<file path="src/design/dtok_pkg.sv">
// ----------------------------------------------------------------------------
// dtok_pkg
// Shared types and constants of the delimiter tokenizer.
// ----------------------------------------------------------------------------
`default_nettype none

package dtok_pkg;

    // Widths of the result fields and of the configuration port, set size and queue depth
    localparam int FIELD_W      = 16;
    localparam int EXT_W        = 32;
    localparam int CFG_DATA_W   = 64;
    localparam int CFG_ADDR_W   = 6;
    localparam int CFG_REGS     = 8;
    localparam int SET_BITS     = 256;
    localparam int DEF_OFFSET_BITS = 16;
    localparam int QUEUE_DEPTH  = 4;

    // Register reset values
    localparam logic [CFG_DATA_W-1:0] SEP_SET_0_RST  = 64'd4294977024;
    localparam logic [CFG_DATA_W-1:0] SKIP_SET_0_RST = 64'd4294967808;

    // Register indexes
    typedef enum logic [2:0] {
        REG_SEP_0  = 3'd0,
        REG_SEP_1  = 3'd1,
        REG_SEP_2  = 3'd2,
        REG_SEP_3  = 3'd3,
        REG_SKIP_0 = 3'd4,
        REG_SKIP_1 = 3'd5,
        REG_SKIP_2 = 3'd6,
        REG_SKIP_3 = 3'd7
    } t_reg_idx;

    typedef enum logic [1:0] {
        CAUSE_SEP = 2'd0,
        CAUSE_NUL = 2'd1,
        CAUSE_END = 2'd2
    } t_cause;

    // Byte class decided by the front end
    typedef enum logic [2:0] {
        KIND_HALTED,
        KIND_NUL,
        KIND_SKIP,
        KIND_SEP,
        KIND_TEXT
    } t_kind;

    typedef struct packed {
        logic [FIELD_W-1:0] offset;
        logic [FIELD_W-1:0] length;
        t_cause             cause;
        logic               final_r;
    } t_result;

    // Results caused by one item: first, and optionally a second
    typedef struct packed {
        logic    two;
        t_result r0;
        t_result r1;
    } t_pair;

    typedef struct packed {
        logic  push;
        t_pair data;
    } t_push;

    typedef struct packed {
        logic  valid;
        t_pair data;
    } t_head;

endpackage

`default_nettype wire

</file>
<file path="src/design/delimiter_tokenizer.sv">
// Path: an accepted item's results go through the result-pair queue to the output register.
// Throughput: one item per cycle while the queue has space; results leave at one per
//   cycle through the output register while the receiver is ready; a second result waits.
// Input ready drops only when the four-entry result-pair queue is full.
// Reset: synchronous, active low; clears token state, queue and output valid,
//   and returns both byte sets to their default contents.
// ----------------------------------------------------------------------------
// delimiter_tokenizer
// Splits a byte stream into tokens by configurable separator and left-skip
// sets, reporting each token's offset, length and end cause.
// ----------------------------------------------------------------------------
`default_nettype none

module delimiter_tokenizer
    import dtok_pkg::*;
#(
    parameter int OFFSET_BITS = DEF_OFFSET_BITS
) (
    input  wire logic                  i_clk,
    input  wire logic                  i_rst_n,
    // byte input channel
    input  wire logic                  i_in_valid,
    output logic                       o_in_ready,
    input  wire logic [7:0]            i_text_byte,
    input  wire logic                  i_buffer_end,
    // token output channel
    output logic                       o_out_valid,
    input  wire logic                  i_out_ready,
    output logic [FIELD_W-1:0]         o_token_offset,
    output logic [FIELD_W-1:0]         o_token_length,
    output logic [1:0]                 o_end_cause,
    output logic                       o_final_result,
    // configuration port
    input  wire logic                  psel,
    input  wire logic                  penable,
    input  wire logic                  pwrite,
    input  wire logic [CFG_ADDR_W-1:0] paddr,
    input  wire logic [CFG_DATA_W-1:0] pwdata,
    output logic      [CFG_DATA_W-1:0] prdata,
    output logic                       pready
);

    logic [SET_BITS-1:0] sep_set;
    logic [SET_BITS-1:0] skip_set;
    logic                q_space;
    t_push               push;
    t_head               head;
    logic                pop;
    t_result             res;

    // Register writes complete in the access phase; no wait states.
    assign pready = 1'b1;

    // Byte sets: bit b of each 256-bit vector stands for byte value b
    dtok_regs u_regs (
        .i_clk      (i_clk),
        .i_rst_n    (i_rst_n),
        .psel       (psel),
        .penable    (penable),
        .pwrite     (pwrite),
        .paddr      (paddr),
        .pwdata     (pwdata),
        .prdata     (prdata),
        .o_sep_set  (sep_set),
        .o_skip_set (skip_set)
    );

    // Front end: classifies each byte and forms zero, one or two results
    // for it in the cycle it is accepted.
    dtok_front #(
        .OFFSET_BITS (OFFSET_BITS)
    ) u_front (
        .i_clk        (i_clk),
        .i_rst_n      (i_rst_n),
        .i_valid      (i_in_valid),
        .o_ready      (o_in_ready),
        .i_text_byte  (i_text_byte),
        .i_buffer_end (i_buffer_end),
        .i_sep_set    (sep_set),
        .i_skip_set   (skip_set),
        .i_space      (q_space),
        .o_push       (push)
    );

    // Queue of result pairs decouples the byte side from the token side
    dtok_queue u_queue (
        .i_clk   (i_clk),
        .i_rst_n (i_rst_n),
        .i_push  (push),
        .o_space (q_space),
        .o_head  (head),
        .i_pop   (pop)
    );

    // Back end: splits pairs into single results behind an output register
    dtok_back u_back (
        .i_clk    (i_clk),
        .i_rst_n  (i_rst_n),
        .i_head   (head),
        .o_pop    (pop),
        .o_valid  (o_out_valid),
        .i_ready  (i_out_ready),
        .o_result (res)
    );

    assign o_token_offset = res.offset;
    assign o_token_length = res.length;
    assign o_end_cause    = res.cause;
    assign o_final_result = res.final_r;

endmodule

`default_nettype wire

</file>
<file path="src/design/dtok_regs.sv">
// ----------------------------------------------------------------------------
// dtok_regs
// APB register file holding the separator and left-skip byte sets.
// ----------------------------------------------------------------------------
`default_nettype none

module dtok_regs
    import dtok_pkg::*;
(
    input  wire logic                  i_clk,
    input  wire logic                  i_rst_n,
    input  wire logic                  psel,
    input  wire logic                  penable,
    input  wire logic                  pwrite,
    input  wire logic [CFG_ADDR_W-1:0] paddr,
    input  wire logic [CFG_DATA_W-1:0] pwdata,
    output logic      [CFG_DATA_W-1:0] prdata,
    output logic      [SET_BITS-1:0]   o_sep_set,
    output logic      [SET_BITS-1:0]   o_skip_set
);

    logic [CFG_DATA_W-1:0] r_regs [CFG_REGS];
    t_reg_idx              idx;
    logic                  wr;

    assign idx = t_reg_idx'(paddr[CFG_ADDR_W-1:3]);
    assign wr  = psel && penable && pwrite;

    always_ff @(posedge i_clk) begin
        if (!i_rst_n) begin
            r_regs[REG_SEP_0]  <= SEP_SET_0_RST;
            r_regs[REG_SEP_1]  <= '0;
            r_regs[REG_SEP_2]  <= '0;
            r_regs[REG_SEP_3]  <= '0;
            r_regs[REG_SKIP_0] <= SKIP_SET_0_RST;
            r_regs[REG_SKIP_1] <= '0;
            r_regs[REG_SKIP_2] <= '0;
            r_regs[REG_SKIP_3] <= '0;
        end else if (wr) begin
            r_regs[idx] <= pwdata;
        end
    end

    assign prdata     = r_regs[idx];
    assign o_sep_set  = {r_regs[REG_SEP_3], r_regs[REG_SEP_2],
                         r_regs[REG_SEP_1], r_regs[REG_SEP_0]};
    assign o_skip_set = {r_regs[REG_SKIP_3], r_regs[REG_SKIP_2],
                         r_regs[REG_SKIP_1], r_regs[REG_SKIP_0]};

endmodule

`default_nettype wire

</file>
<file path="src/design/dtok_front.sv">
// ----------------------------------------------------------------------------
// dtok_front
// Accepts bytes, classifies them against the sets and tracks token state.
// ----------------------------------------------------------------------------
`default_nettype none

module dtok_front
    import dtok_pkg::*;
#(
    parameter int OFFSET_BITS = DEF_OFFSET_BITS
) (
    input  wire logic                i_clk,
    input  wire logic                i_rst_n,
    input  wire logic                i_valid,
    output logic                     o_ready,
    input  wire logic [7:0]          i_text_byte,
    input  wire logic                i_buffer_end,
    input  wire logic [SET_BITS-1:0] i_sep_set,
    input  wire logic [SET_BITS-1:0] i_skip_set,
    input  wire logic                i_space,
    output t_push                    o_push
);

    logic [OFFSET_BITS-1:0] r_pos,      n_pos;
    logic [OFFSET_BITS-1:0] r_tok_begin, n_tok_begin;
    logic                   r_at_start, n_at_start;
    logic                   r_halted,   n_halted;

    logic [OFFSET_BITS-1:0] next_pos;
    logic                   acc;
    t_kind                  kind;
    t_pair                  pair;
    logic                   any;

    // Saturate to the result field width
    function automatic logic [FIELD_W-1:0] clamp(input logic [OFFSET_BITS-1:0] v);
        logic [EXT_W-1:0] ext;
        ext = EXT_W'(v);
        return (ext[EXT_W-1:FIELD_W] != '0) ? '1 : ext[FIELD_W-1:0];
    endfunction

    function automatic t_result mk(input logic [OFFSET_BITS-1:0] off,
                                   input logic [OFFSET_BITS-1:0] len,
                                   input t_cause cause, input logic fin);
        t_result r;
        r.offset  = clamp(off);
        r.length  = clamp(len);
        r.cause   = cause;
        r.final_r = fin;
        return r;
    endfunction

    assign acc      = i_valid && i_space;
    assign o_ready  = i_space;
    assign next_pos = (r_pos == '1) ? r_pos : r_pos + 1'b1;

    always_comb begin
        priority if (r_halted) begin
            kind = KIND_HALTED;
        end else if (i_text_byte == 8'd0) begin
            kind = KIND_NUL;
        end else if (r_at_start && i_skip_set[i_text_byte]) begin
            kind = KIND_SKIP;
        end else if (i_sep_set[i_text_byte]) begin
            kind = KIND_SEP;
        end else begin
            kind = KIND_TEXT;
        end
    end

    always_comb begin
        n_pos       = r_pos;
        n_tok_begin = r_tok_begin;
        n_at_start  = r_at_start;
        n_halted    = r_halted;
        pair        = '0;
        any         = 1'b0;

        unique case (kind)
            KIND_HALTED: ;
            KIND_NUL: begin
                pair.r0  = mk(r_tok_begin, r_pos - r_tok_begin, CAUSE_NUL, 1'b1);
                any      = 1'b1;
                n_halted = 1'b1;
            end
            KIND_SKIP: begin
                n_tok_begin = next_pos;
                n_pos       = next_pos;
            end
            KIND_SEP: begin
                pair.r0     = mk(r_tok_begin, r_pos - r_tok_begin, CAUSE_SEP, 1'b0);
                any         = 1'b1;
                n_tok_begin = next_pos;
                n_at_start  = 1'b1;
                n_pos       = next_pos;
            end
            KIND_TEXT: begin
                n_at_start = 1'b0;
                n_pos      = next_pos;
            end
            default: ;
        endcase

        // End of buffer flushes the pending token
        if (i_buffer_end && kind != KIND_HALTED && kind != KIND_NUL) begin
            if (kind == KIND_SEP) begin
                pair.two = 1'b1;
                pair.r1  = mk(n_tok_begin, next_pos - n_tok_begin, CAUSE_END, 1'b1);
            end else begin
                pair.r0  = mk(n_tok_begin, next_pos - n_tok_begin, CAUSE_END, 1'b1);
            end
            any = 1'b1;
        end

        if (i_buffer_end) begin
            n_pos       = '0;
            n_tok_begin = '0;
            n_at_start  = 1'b1;
            n_halted    = 1'b0;
        end
    end

    assign o_push.push = acc && any;
    assign o_push.data = pair;

    always_ff @(posedge i_clk) begin
        if (!i_rst_n) begin
            r_pos       <= '0;
            r_tok_begin <= '0;
            r_at_start  <= 1'b1;
            r_halted    <= 1'b0;
        end else if (acc) begin
            r_pos       <= n_pos;
            r_tok_begin <= n_tok_begin;
            r_at_start  <= n_at_start;
            r_halted    <= n_halted;
        end
    end

endmodule

`default_nettype wire

</file>
<file path="src/design/dtok_queue.sv">
// ----------------------------------------------------------------------------
// dtok_queue
// Short FIFO of result pairs between front and back end.
// ----------------------------------------------------------------------------
`default_nettype none

module dtok_queue
    import dtok_pkg::*;
(
    input  wire logic  i_clk,
    input  wire logic  i_rst_n,
    input  wire t_push i_push,
    output logic       o_space,
    output t_head      o_head,
    input  wire logic  i_pop
);

    localparam int PTR_W = $clog2(QUEUE_DEPTH);
    localparam int CNT_W = $clog2(QUEUE_DEPTH + 1);

    t_pair              r_mem [QUEUE_DEPTH];
    logic [PTR_W-1:0]   r_wr_ptr;
    logic [PTR_W-1:0]   r_rd_ptr;
    logic [CNT_W-1:0]   r_count;
    logic               do_pop;

    assign o_space      = (r_count != CNT_W'(QUEUE_DEPTH));
    assign o_head.valid = (r_count != '0);
    assign o_head.data  = r_mem[r_rd_ptr];
    assign do_pop       = i_pop && o_head.valid;

    always_ff @(posedge i_clk) begin
        if (i_push.push) begin
            r_mem[r_wr_ptr] <= i_push.data;
        end
    end

    always_ff @(posedge i_clk) begin
        if (!i_rst_n) begin
            r_wr_ptr <= '0;
            r_rd_ptr <= '0;
            r_count  <= '0;
        end else begin
            if (i_push.push) begin
                r_wr_ptr <= r_wr_ptr + 1'b1;
            end
            if (do_pop) begin
                r_rd_ptr <= r_rd_ptr + 1'b1;
            end
            unique case ({i_push.push, do_pop})
                2'b10:   r_count <= r_count + 1'b1;
                2'b01:   r_count <= r_count - 1'b1;
                default: r_count <= r_count;
            endcase
        end
    end

endmodule

`default_nettype wire

</file>
<file path="src/design/dtok_back.sv">
// ----------------------------------------------------------------------------
// dtok_back
// Unpacks result pairs into a registered one-result-per-cycle output while the receiver is ready.
// ----------------------------------------------------------------------------
`default_nettype none

module dtok_back
    import dtok_pkg::*;
(
    input  wire logic  i_clk,
    input  wire logic  i_rst_n,
    input  wire t_head i_head,
    output logic       o_pop,
    output logic       o_valid,
    input  wire logic  i_ready,
    output t_result    o_result
);

    logic    r_valid;
    t_result r_res;
    logic    r_pend_valid;
    t_result r_pend;
    logic    load;

    assign load  = !r_valid || i_ready;
    assign o_pop = load && !r_pend_valid && i_head.valid;

    always_ff @(posedge i_clk) begin
        if (!i_rst_n) begin
            r_valid      <= 1'b0;
            r_pend_valid <= 1'b0;
        end else if (load) begin
            if (r_pend_valid) begin
                r_valid      <= 1'b1;
                r_pend_valid <= 1'b0;
            end else begin
                r_valid      <= i_head.valid;
                r_pend_valid <= i_head.valid && i_head.data.two;
            end
        end
    end

    always_ff @(posedge i_clk) begin
        if (load) begin
            if (r_pend_valid) begin
                r_res <= r_pend;
            end else if (i_head.valid) begin
                r_res  <= i_head.data.r0;
                r_pend <= i_head.data.r1;
            end
        end
    end

    assign o_valid  = r_valid;
    assign o_result = r_res;

endmodule

`default_nettype wire

</file>
<file path="config.mk">
export PLATFORM = sky130hd
export DESIGN_NAME = delimiter_tokenizer
export DESIGN_NICKNAME = d
export VERILOG_FILES = /design/src/design/dtok_pkg.sv /design/src/design/delimiter_tokenizer.sv /design/src/design/dtok_regs.sv /design/src/design/dtok_front.sv /design/src/design/dtok_queue.sv /design/src/design/dtok_back.sv
export SDC_FILE = /design/constraint.sdc
export NUM_CORES = 1
export LEC_CHECK = 0
export BUFFER_PORTS_ARGS = -buffer_cell sky130_fd_sc_hd__buf_4
export CORE_AREA = 3 3 382 384
export DETAILED_ROUTE_END_ITERATION = 16
export DIE_AREA = 0 0 385 387
export PLACE_DENSITY = 0.52
export SLEW_MARGIN = 20
export SYNTH_ARGS = -nofsm -noshare
export SYNTH_HDL_FRONTEND = slang
export SYNTH_SLANG_ARGS = --single-unit
</file>
<file path="constraint.sdc">
create_clock -name i_clk -period 5.3 [get_ports i_clk]
set_input_delay 0.53 -clock i_clk [delete_from_list [all_inputs] [get_ports i_clk]]
set_output_delay 0.53 -clock i_clk [all_outputs]
set_load 0.01 [all_outputs]
</file>
[Yosys cells after proc, flatten, opt, wreduce, memory -nomap -nowiden]
Memories as Yosys holds them, arrays and structs flattened. A register that Yosys moved wholly into a read port is not among the register bits.
Index checks and enable logic that the tools add are counted.
Cells by class
  add/sub/neg operators: 7
  $lt $le $gt $ge: 1
  equal/unequal tests: 9
  mux-type cells: 40
  bitwise logic cells: 1
  reductions and logical operators: 31
Operator list (count)
  $mux 35: 4
  $mux 16: 5
  $mux 71: 1
  $pmux 35 s2: 1
  $mux 64: 1
  $reduce_or 64->1: 1
  $sub 16x16->16: 2
  $mux 1: 17
  $add 16x1->16 const B: 1
  $bmux 1 s8: 2
  $eq 16x16->1 const B: 1
  $mux 3: 5
  $logic_and 1x1->1: 11
  $lt 8x9->1 const B: 1
  $reduce_bool 3->1: 3
  $logic_not 8->1: 1
  $reduce_and 2->1: 4
  $reduce_bool 2->1: 4
  $eq 3x2->1 const B: 2
  $pmux 3 s2: 1
  $add 2x1->2 const B: 2
  $mux 2: 2
  $reduce_or 2->1: 2
  $add 3x1->3 const B: 1
  13 further kinds: 14
Word-level totals
  bits in registers: 113
  bits in writable memories: 796
  input port bits: 86
  output and inout bits: 102
  logic and storage cells: 108
  memories: 2
Memory list
  u_regs.r_regs: depth 8, width 64, rd ports 9, clocked after memory_dff 0, wr ports 8, RTL line dtok_regs.sv:22  | logic [CFG_DATA_W-1:0] r_regs [CFG_REGS];
  u_queue.r_mem: depth 4, width 71, rd ports 1, clocked after memory_dff 1, wr ports 1, RTL line dtok_queue.sv:21  | t_pair r_mem [QUEUE_DEPTH];

[Logic depth before layout (Yosys ltp)]
An unclocked memory read counts as a cell.
  word-level depth: 14
  mapped depth: 29
  depth with buffers taken out: 21

[Modules after synthesis]
From an unflattened synthesis, not the netlist that was laid out.
Unflattened totals
  cells, all modules: 2713
  area total of the unflattened synthesis: 44305.0 µm²
By module, submodules not included
  dtok_regs: times used 1, cells an instance 1336, area an instance 22850.7 µm², sequential area each 15374.7 µm²
  dtok_queue: times used 1, cells an instance 418, area an instance 10785.3 µm², sequential area each 8708.4 µm²
  dtok_front: times used 1, cells an instance 836, area an instance 7877.6 µm², sequential area each 680.7 µm²
  dtok_back: times used 1, cells an instance 121, area an instance 2780.2 µm², sequential area each 2142.1 µm²
  delimiter_tokenizer: times used 1, cells an instance 2, area an instance 11.3 µm², sequential area each 0.0 µm²

[Worst setup path after synthesis]
No wires, ideal clock.
  path type: input -> register
  start point: input i_text_byte[2]
  end point: memory u_queue.r_mem[0][15] (netlist bit) (data pin)
  library setup time: 0.250 ns
  data arrival time: 5.307 ns
  data required time: 5.050 ns
  slack: -0.256 ns
  stages on the path: 27
  buffers on the path: 6
  cell sequence: buf_4 > buf_2 > and2b_1 > buf_2 > a22oi_1 > nand3_1 > nand2_1 > mux4_2 > o22ai_2 > buf_4 > inv_1 > a21boi_1 > buf_4 > buf_6 > mux2i_1 > ha_1 > inv_1 > fa_1 > a21o_1 > a21oi_1 > nor2b_1 > o21ai_0 > a21oi_1 > a311o_1 > nand2_1 > xnor2_1 > nor4b_1
RTL lines
  start, declared: RTL line delimiter_tokenizer.sv:24  | input wire logic [7:0] i_text_byte,
  end, declared: RTL line dtok_queue.sv:21

==> impl_metrics.csv <==
group,metric,value,unit
drt,drt_iter0_drc,3112,
pwr,vdd_drop_max,0.000458,V
cts,clk_pin_slew,60,ps
sta,fmax,195,MHz
critical_path,reg2reg_from,"u_regs.r_regs[2][23]",
synthesis,syn_inst,2959,
pwr,p_total,19.1,mW
global_routing,grt_pass1_wl,199000,um
synthesis,synth_simple_gate_area_share,12.1,%
sta,rsz0062_at_grt,"yes",
drt,routed_wl,135000,um
critical_path,critPathCapture,"u_queue.r_mem[3][53]",
placement,gp_congestion,0.897,
cts,cts_buffer_depth,3,
synthesis,yosysSeqAreaShare,61.8,%
cts,cts_sinks,897,
run_status,outcome,"finished, final reports clean",
synthesis,async_flop_share,0,%
global_routing,grt.overflow.total,0,
sta,tightestPinTransition,947,ps
critical_path,critical_path.cell_chain,"mux4_2, mux2i_1, a221o_1, a2111oi_2, o31a_1, nor3_4, buf_12, a21boi_4, buf_4, mux2i_1, ha_1, nor2b_1, o31ai_2, a211oi_2, nor3_2, o41ai_2, a31oi_2, and3_1, a31o_2, a211o_1",
critical_path,critical_path.most_common_cell,"mux2i_1",
hold_path,whs_path_depth,2,
sta,finalClockSkew,46.6,ps
global_routing,grt_pass1_vias,28300,
die,die_w,385,um
placement,dpl_worst_slack,-686,ps
sta,slew_viol_final,0,
sta,finalSetupViolations,0,
drt,dr.pass1.iters,5,
sta,finalCritPeriodShare,96.6,%
die,ios,188,
finish,drive_gt1_share,25.7,%
drt,vias_per_cell,5.51,
hold_path,worstHoldPathType,"in2reg",
sta,worst_slack,182,ps
finish,final_nets,3321,
global_routing,grtUsageTotal,17.8,%
global_routing,antenna_found_initial,8,
finish,seqCellArea,26500,um^2
placement,portBuffers,183,
synthesis,synth_compound_area_share,8.68,%
critical_path,worstPathMaxFanout,5,
sta,timing.hold.ws,165,ps
synthesis,synth_cell_type_count,78,
cts,cts_tree,"yes",
cts,root_buffer,"clkbuf_16",
finish,synthToLayoutAreaGrowth,18.7,%
synthesis,synthAdderAreaFrac,1.19,%
critical_path,required,5720,ps
sta,finalHoldViolations,0,
critical_path,reg2regPathDepth,20,
critical_path,critPathSlowestCell,"mux4_2",
pwr,p_leak,19.1,nW
synthesis,ys.flop_type,"edfxtp_1",
critical_path,arrival,5540,ps
critical_path,critPathKind,"reg2reg",
finish,n_fill_cell,13700,
cts,cts_hold_buf,0,
drt,remaining_drc_errors,0,
synthesis,synth_top_family_by_area,"simple AND/OR/NAND/NOR gates",
sta,setup_tns,0,ps
synthesis,synth_xor_area_share,0.817,%
cts,cts_buffers,98,
critical_path,regToRegEndpoint,"u_queue.r_mem[3][53]",
cts,cts-htree-levels,3,
critical_path,reg2reg_setup_slack,180,ps
sta,finalCriticalPeriod,5120,ps
global_routing,grt_max_degree,237,
synthesis,synth_edf_count,852,
critical_path,startpoint_type,"flip-flop",
die,initial_utilization,29.9,%
critical_path,crit_start,"u_regs.r_regs[2][23]",
drt,antenna_left,0,
critical_path,cp-end-kind,"flip-flop",
synthesis,syn_area,42900,um^2
drt,num_vias,28500,
die,rows,139,
job,maxCapViolations,0,
synthesis,avgSynthCellArea,14.5,um^2
synthesis,synth.area.mux_share,12.0,%
die,core_area,143000,um^2
finish,multiInputGateArea,15200,um^2
critical_path,cp_slowest_stage_delay,480,ps
die,fp.dieH,387,um
placement,dp_hpwl,88200,um
critical_path,worstSetupPathDepth,20,
cts,insertion_delay,720,ps
critical_path,worstPathBufferInverterCount,2,
synthesis,synth_fp_nets,3084,
synthesis,synth-seq-cells,897,
pwr,powerDensity,376,nW/um^2
sta,timing.slew.headroom,36.9,%
drt,avgRoutedWirePerCell,26.1,um
synthesis,ys_warn_count,0,
critical_path,crit_family,"compound AO/OA/AOI/OAI gates",
die,die_area,149000,um^2
[flip-flops by register name, summed over array words and instances, names as in the netlist, named ones only]
signal               flops
u_queue.r_mem          272
u_front.r_halted         1
u_queue.r_rd_ptr         2
u_front.r_pos           16
u_front.r_at_start       1
u_back.r_pend           33
u_regs.r_regs          512
u_front.r_tok_begin     16
u_queue.r_count          3
u_queue.r_wr_ptr         2
u_back.o_valid           1
u_back.o_result         35
u_back.r_pend_valid      1
[how the worst min path moves through the flow]
stage                                       start                 endpoint
after floorplan           u_front.r_tok_begin[14]  u_front.r_tok_begin[14]
after CTS                               pwdata[3]      u_regs.r_regs[1][3]
after detailed placement  u_front.r_tok_begin[11]  u_front.r_tok_begin[11]
after global routing                   pwdata[34]     u_regs.r_regs[2][34]
final                                  pwdata[35]     u_regs.r_regs[4][35]
after global placement    u_front.r_tok_begin[11]  u_front.r_tok_begin[11]
[cell type report]
| class | instances | area share (%) |
|---|---|---|
| Antenna cell | 4 | 0.0197 |
| Sequential cell | 897 | 52.1 |
| Clock buffer | 122 | 5.08 |
| Multi-Input combinational cell | 1737 | 29.9 |
| Clock inverter | 55 | 0.989 |
| Inverter | 61 | 0.450 |
| Timing Repair Buffer | 401 | 6.76 |
| Tap cell | 1903 | 4.68 |
[power by group]
group	leakage [nW]	switching, mW	internal [mW]
Combinational	9.08	1.92	1.51
Clock	1.52	2.91	3.76
Sequential	8.49	0.371	8.65
Total	19.1	5.20	13.9
[worst register-to-register path, stage by stage, from the launching register on]
cell and delay [ps]:
edfxtp_1 420, mux4_2 480, mux2i_1 460, a221o_1 270
a2111oi_2 60, o31a_1 350, nor3_4 210, buf_12 140
a21boi_4 80, buf_4 160, mux2i_1 120, ha_1 290
nor2b_1 180, o31ai_2 100, a211oi_2 280, nor3_2 100
o41ai_2 280, a31oi_2 160, and3_1 210, a31o_2 210
a211o_1 280
[logic make-up after synthesis]
kind of cell,count (synthesis)
buffers and inverters,326
DFF,897
other,1
muxes,286
and+or+nand+nor,882
adders and majority gates,39
AOI/OAI and AO/OA,488
xor gates and xnor gates,40
[synthesized netlist by cell type, drive strengths merged (4+ instances only)]
cell	count	area (um^2)
nand2	87	327
ha	36	450
buf	68	494
a21o	5	37.5
a22oi	298	2240
and3	511	3200
nor3	27	140
o22ai	15	100
nor2b	28	175
inv	61	229
o2bb2ai	16	140
nor4b	10	87.6
a21boi	6	45.1
edfxtp	852	25600
nand3	18	90.1
mux4	180	4050
nand2b	19	119
a211oi	4	30.0
or3	12	75.1
mux2	34	383
nor4	7	43.8
o31ai	7	66.3
a31oi	7	43.8
clkbuf	197	741
mux2i	72	721
nor2	56	230
o21a	6	46.3
xor2	11	96.3
o21ai	17	85.1
a21oi	42	259
xnor2	29	254
nand4	75	469
dfxtp	45	901
or2	5	31.3
and2	19	119
a22o	32	280
a2111oi	6	72.6
[cells in the final DEF (no fill, tap or decap), types with 42 or more instances in the layout]
cell type	synthesis	routed
and3_1	511	510
nor2_1	48	45
edfxtp_1	852	852
nand4_1	75	75
dfxtp_1	45	42
clkbuf_16	0	100
inv_1	60	59
a22oi_1	298	298
mux4_2	180	180
mux2i_1	72	70
buf_4	17	364
nand2_1	87	79
[per-layer routing]
layer	vias to the layer above	global-route usage, %	wire length, um
met1	14700	25.8	59600
met2	1235	27.8	63000
li1	12400	-	-
met3	181	2.69	9300
met5	-	0	0
met4	0	4.89	3380
[through the flow]
step	utilization, %	std cells	cell area, um^2
2_1_floorplan	-	2959	42900
3_5_place_dp	33.2	4991	47600
4_1_cts	35.4	5172	50700
5_1_grt	35.5	5176	50900
6_report	35.5	5180	50900
3_3_place_gp	33.2	4991	47600
[timing repair]
item | 4_1_cts | 5_1_grt
setup endpoints to repair | 28 | 40
hold endpoints to repair | 0 | 0
pin swaps | 4 | 14
cloned | 1 | 0
gates resized for setup | 1 | 23
buffers inserted | 3 | 5
No activity file was read; power rests on OpenSTA's default activity.
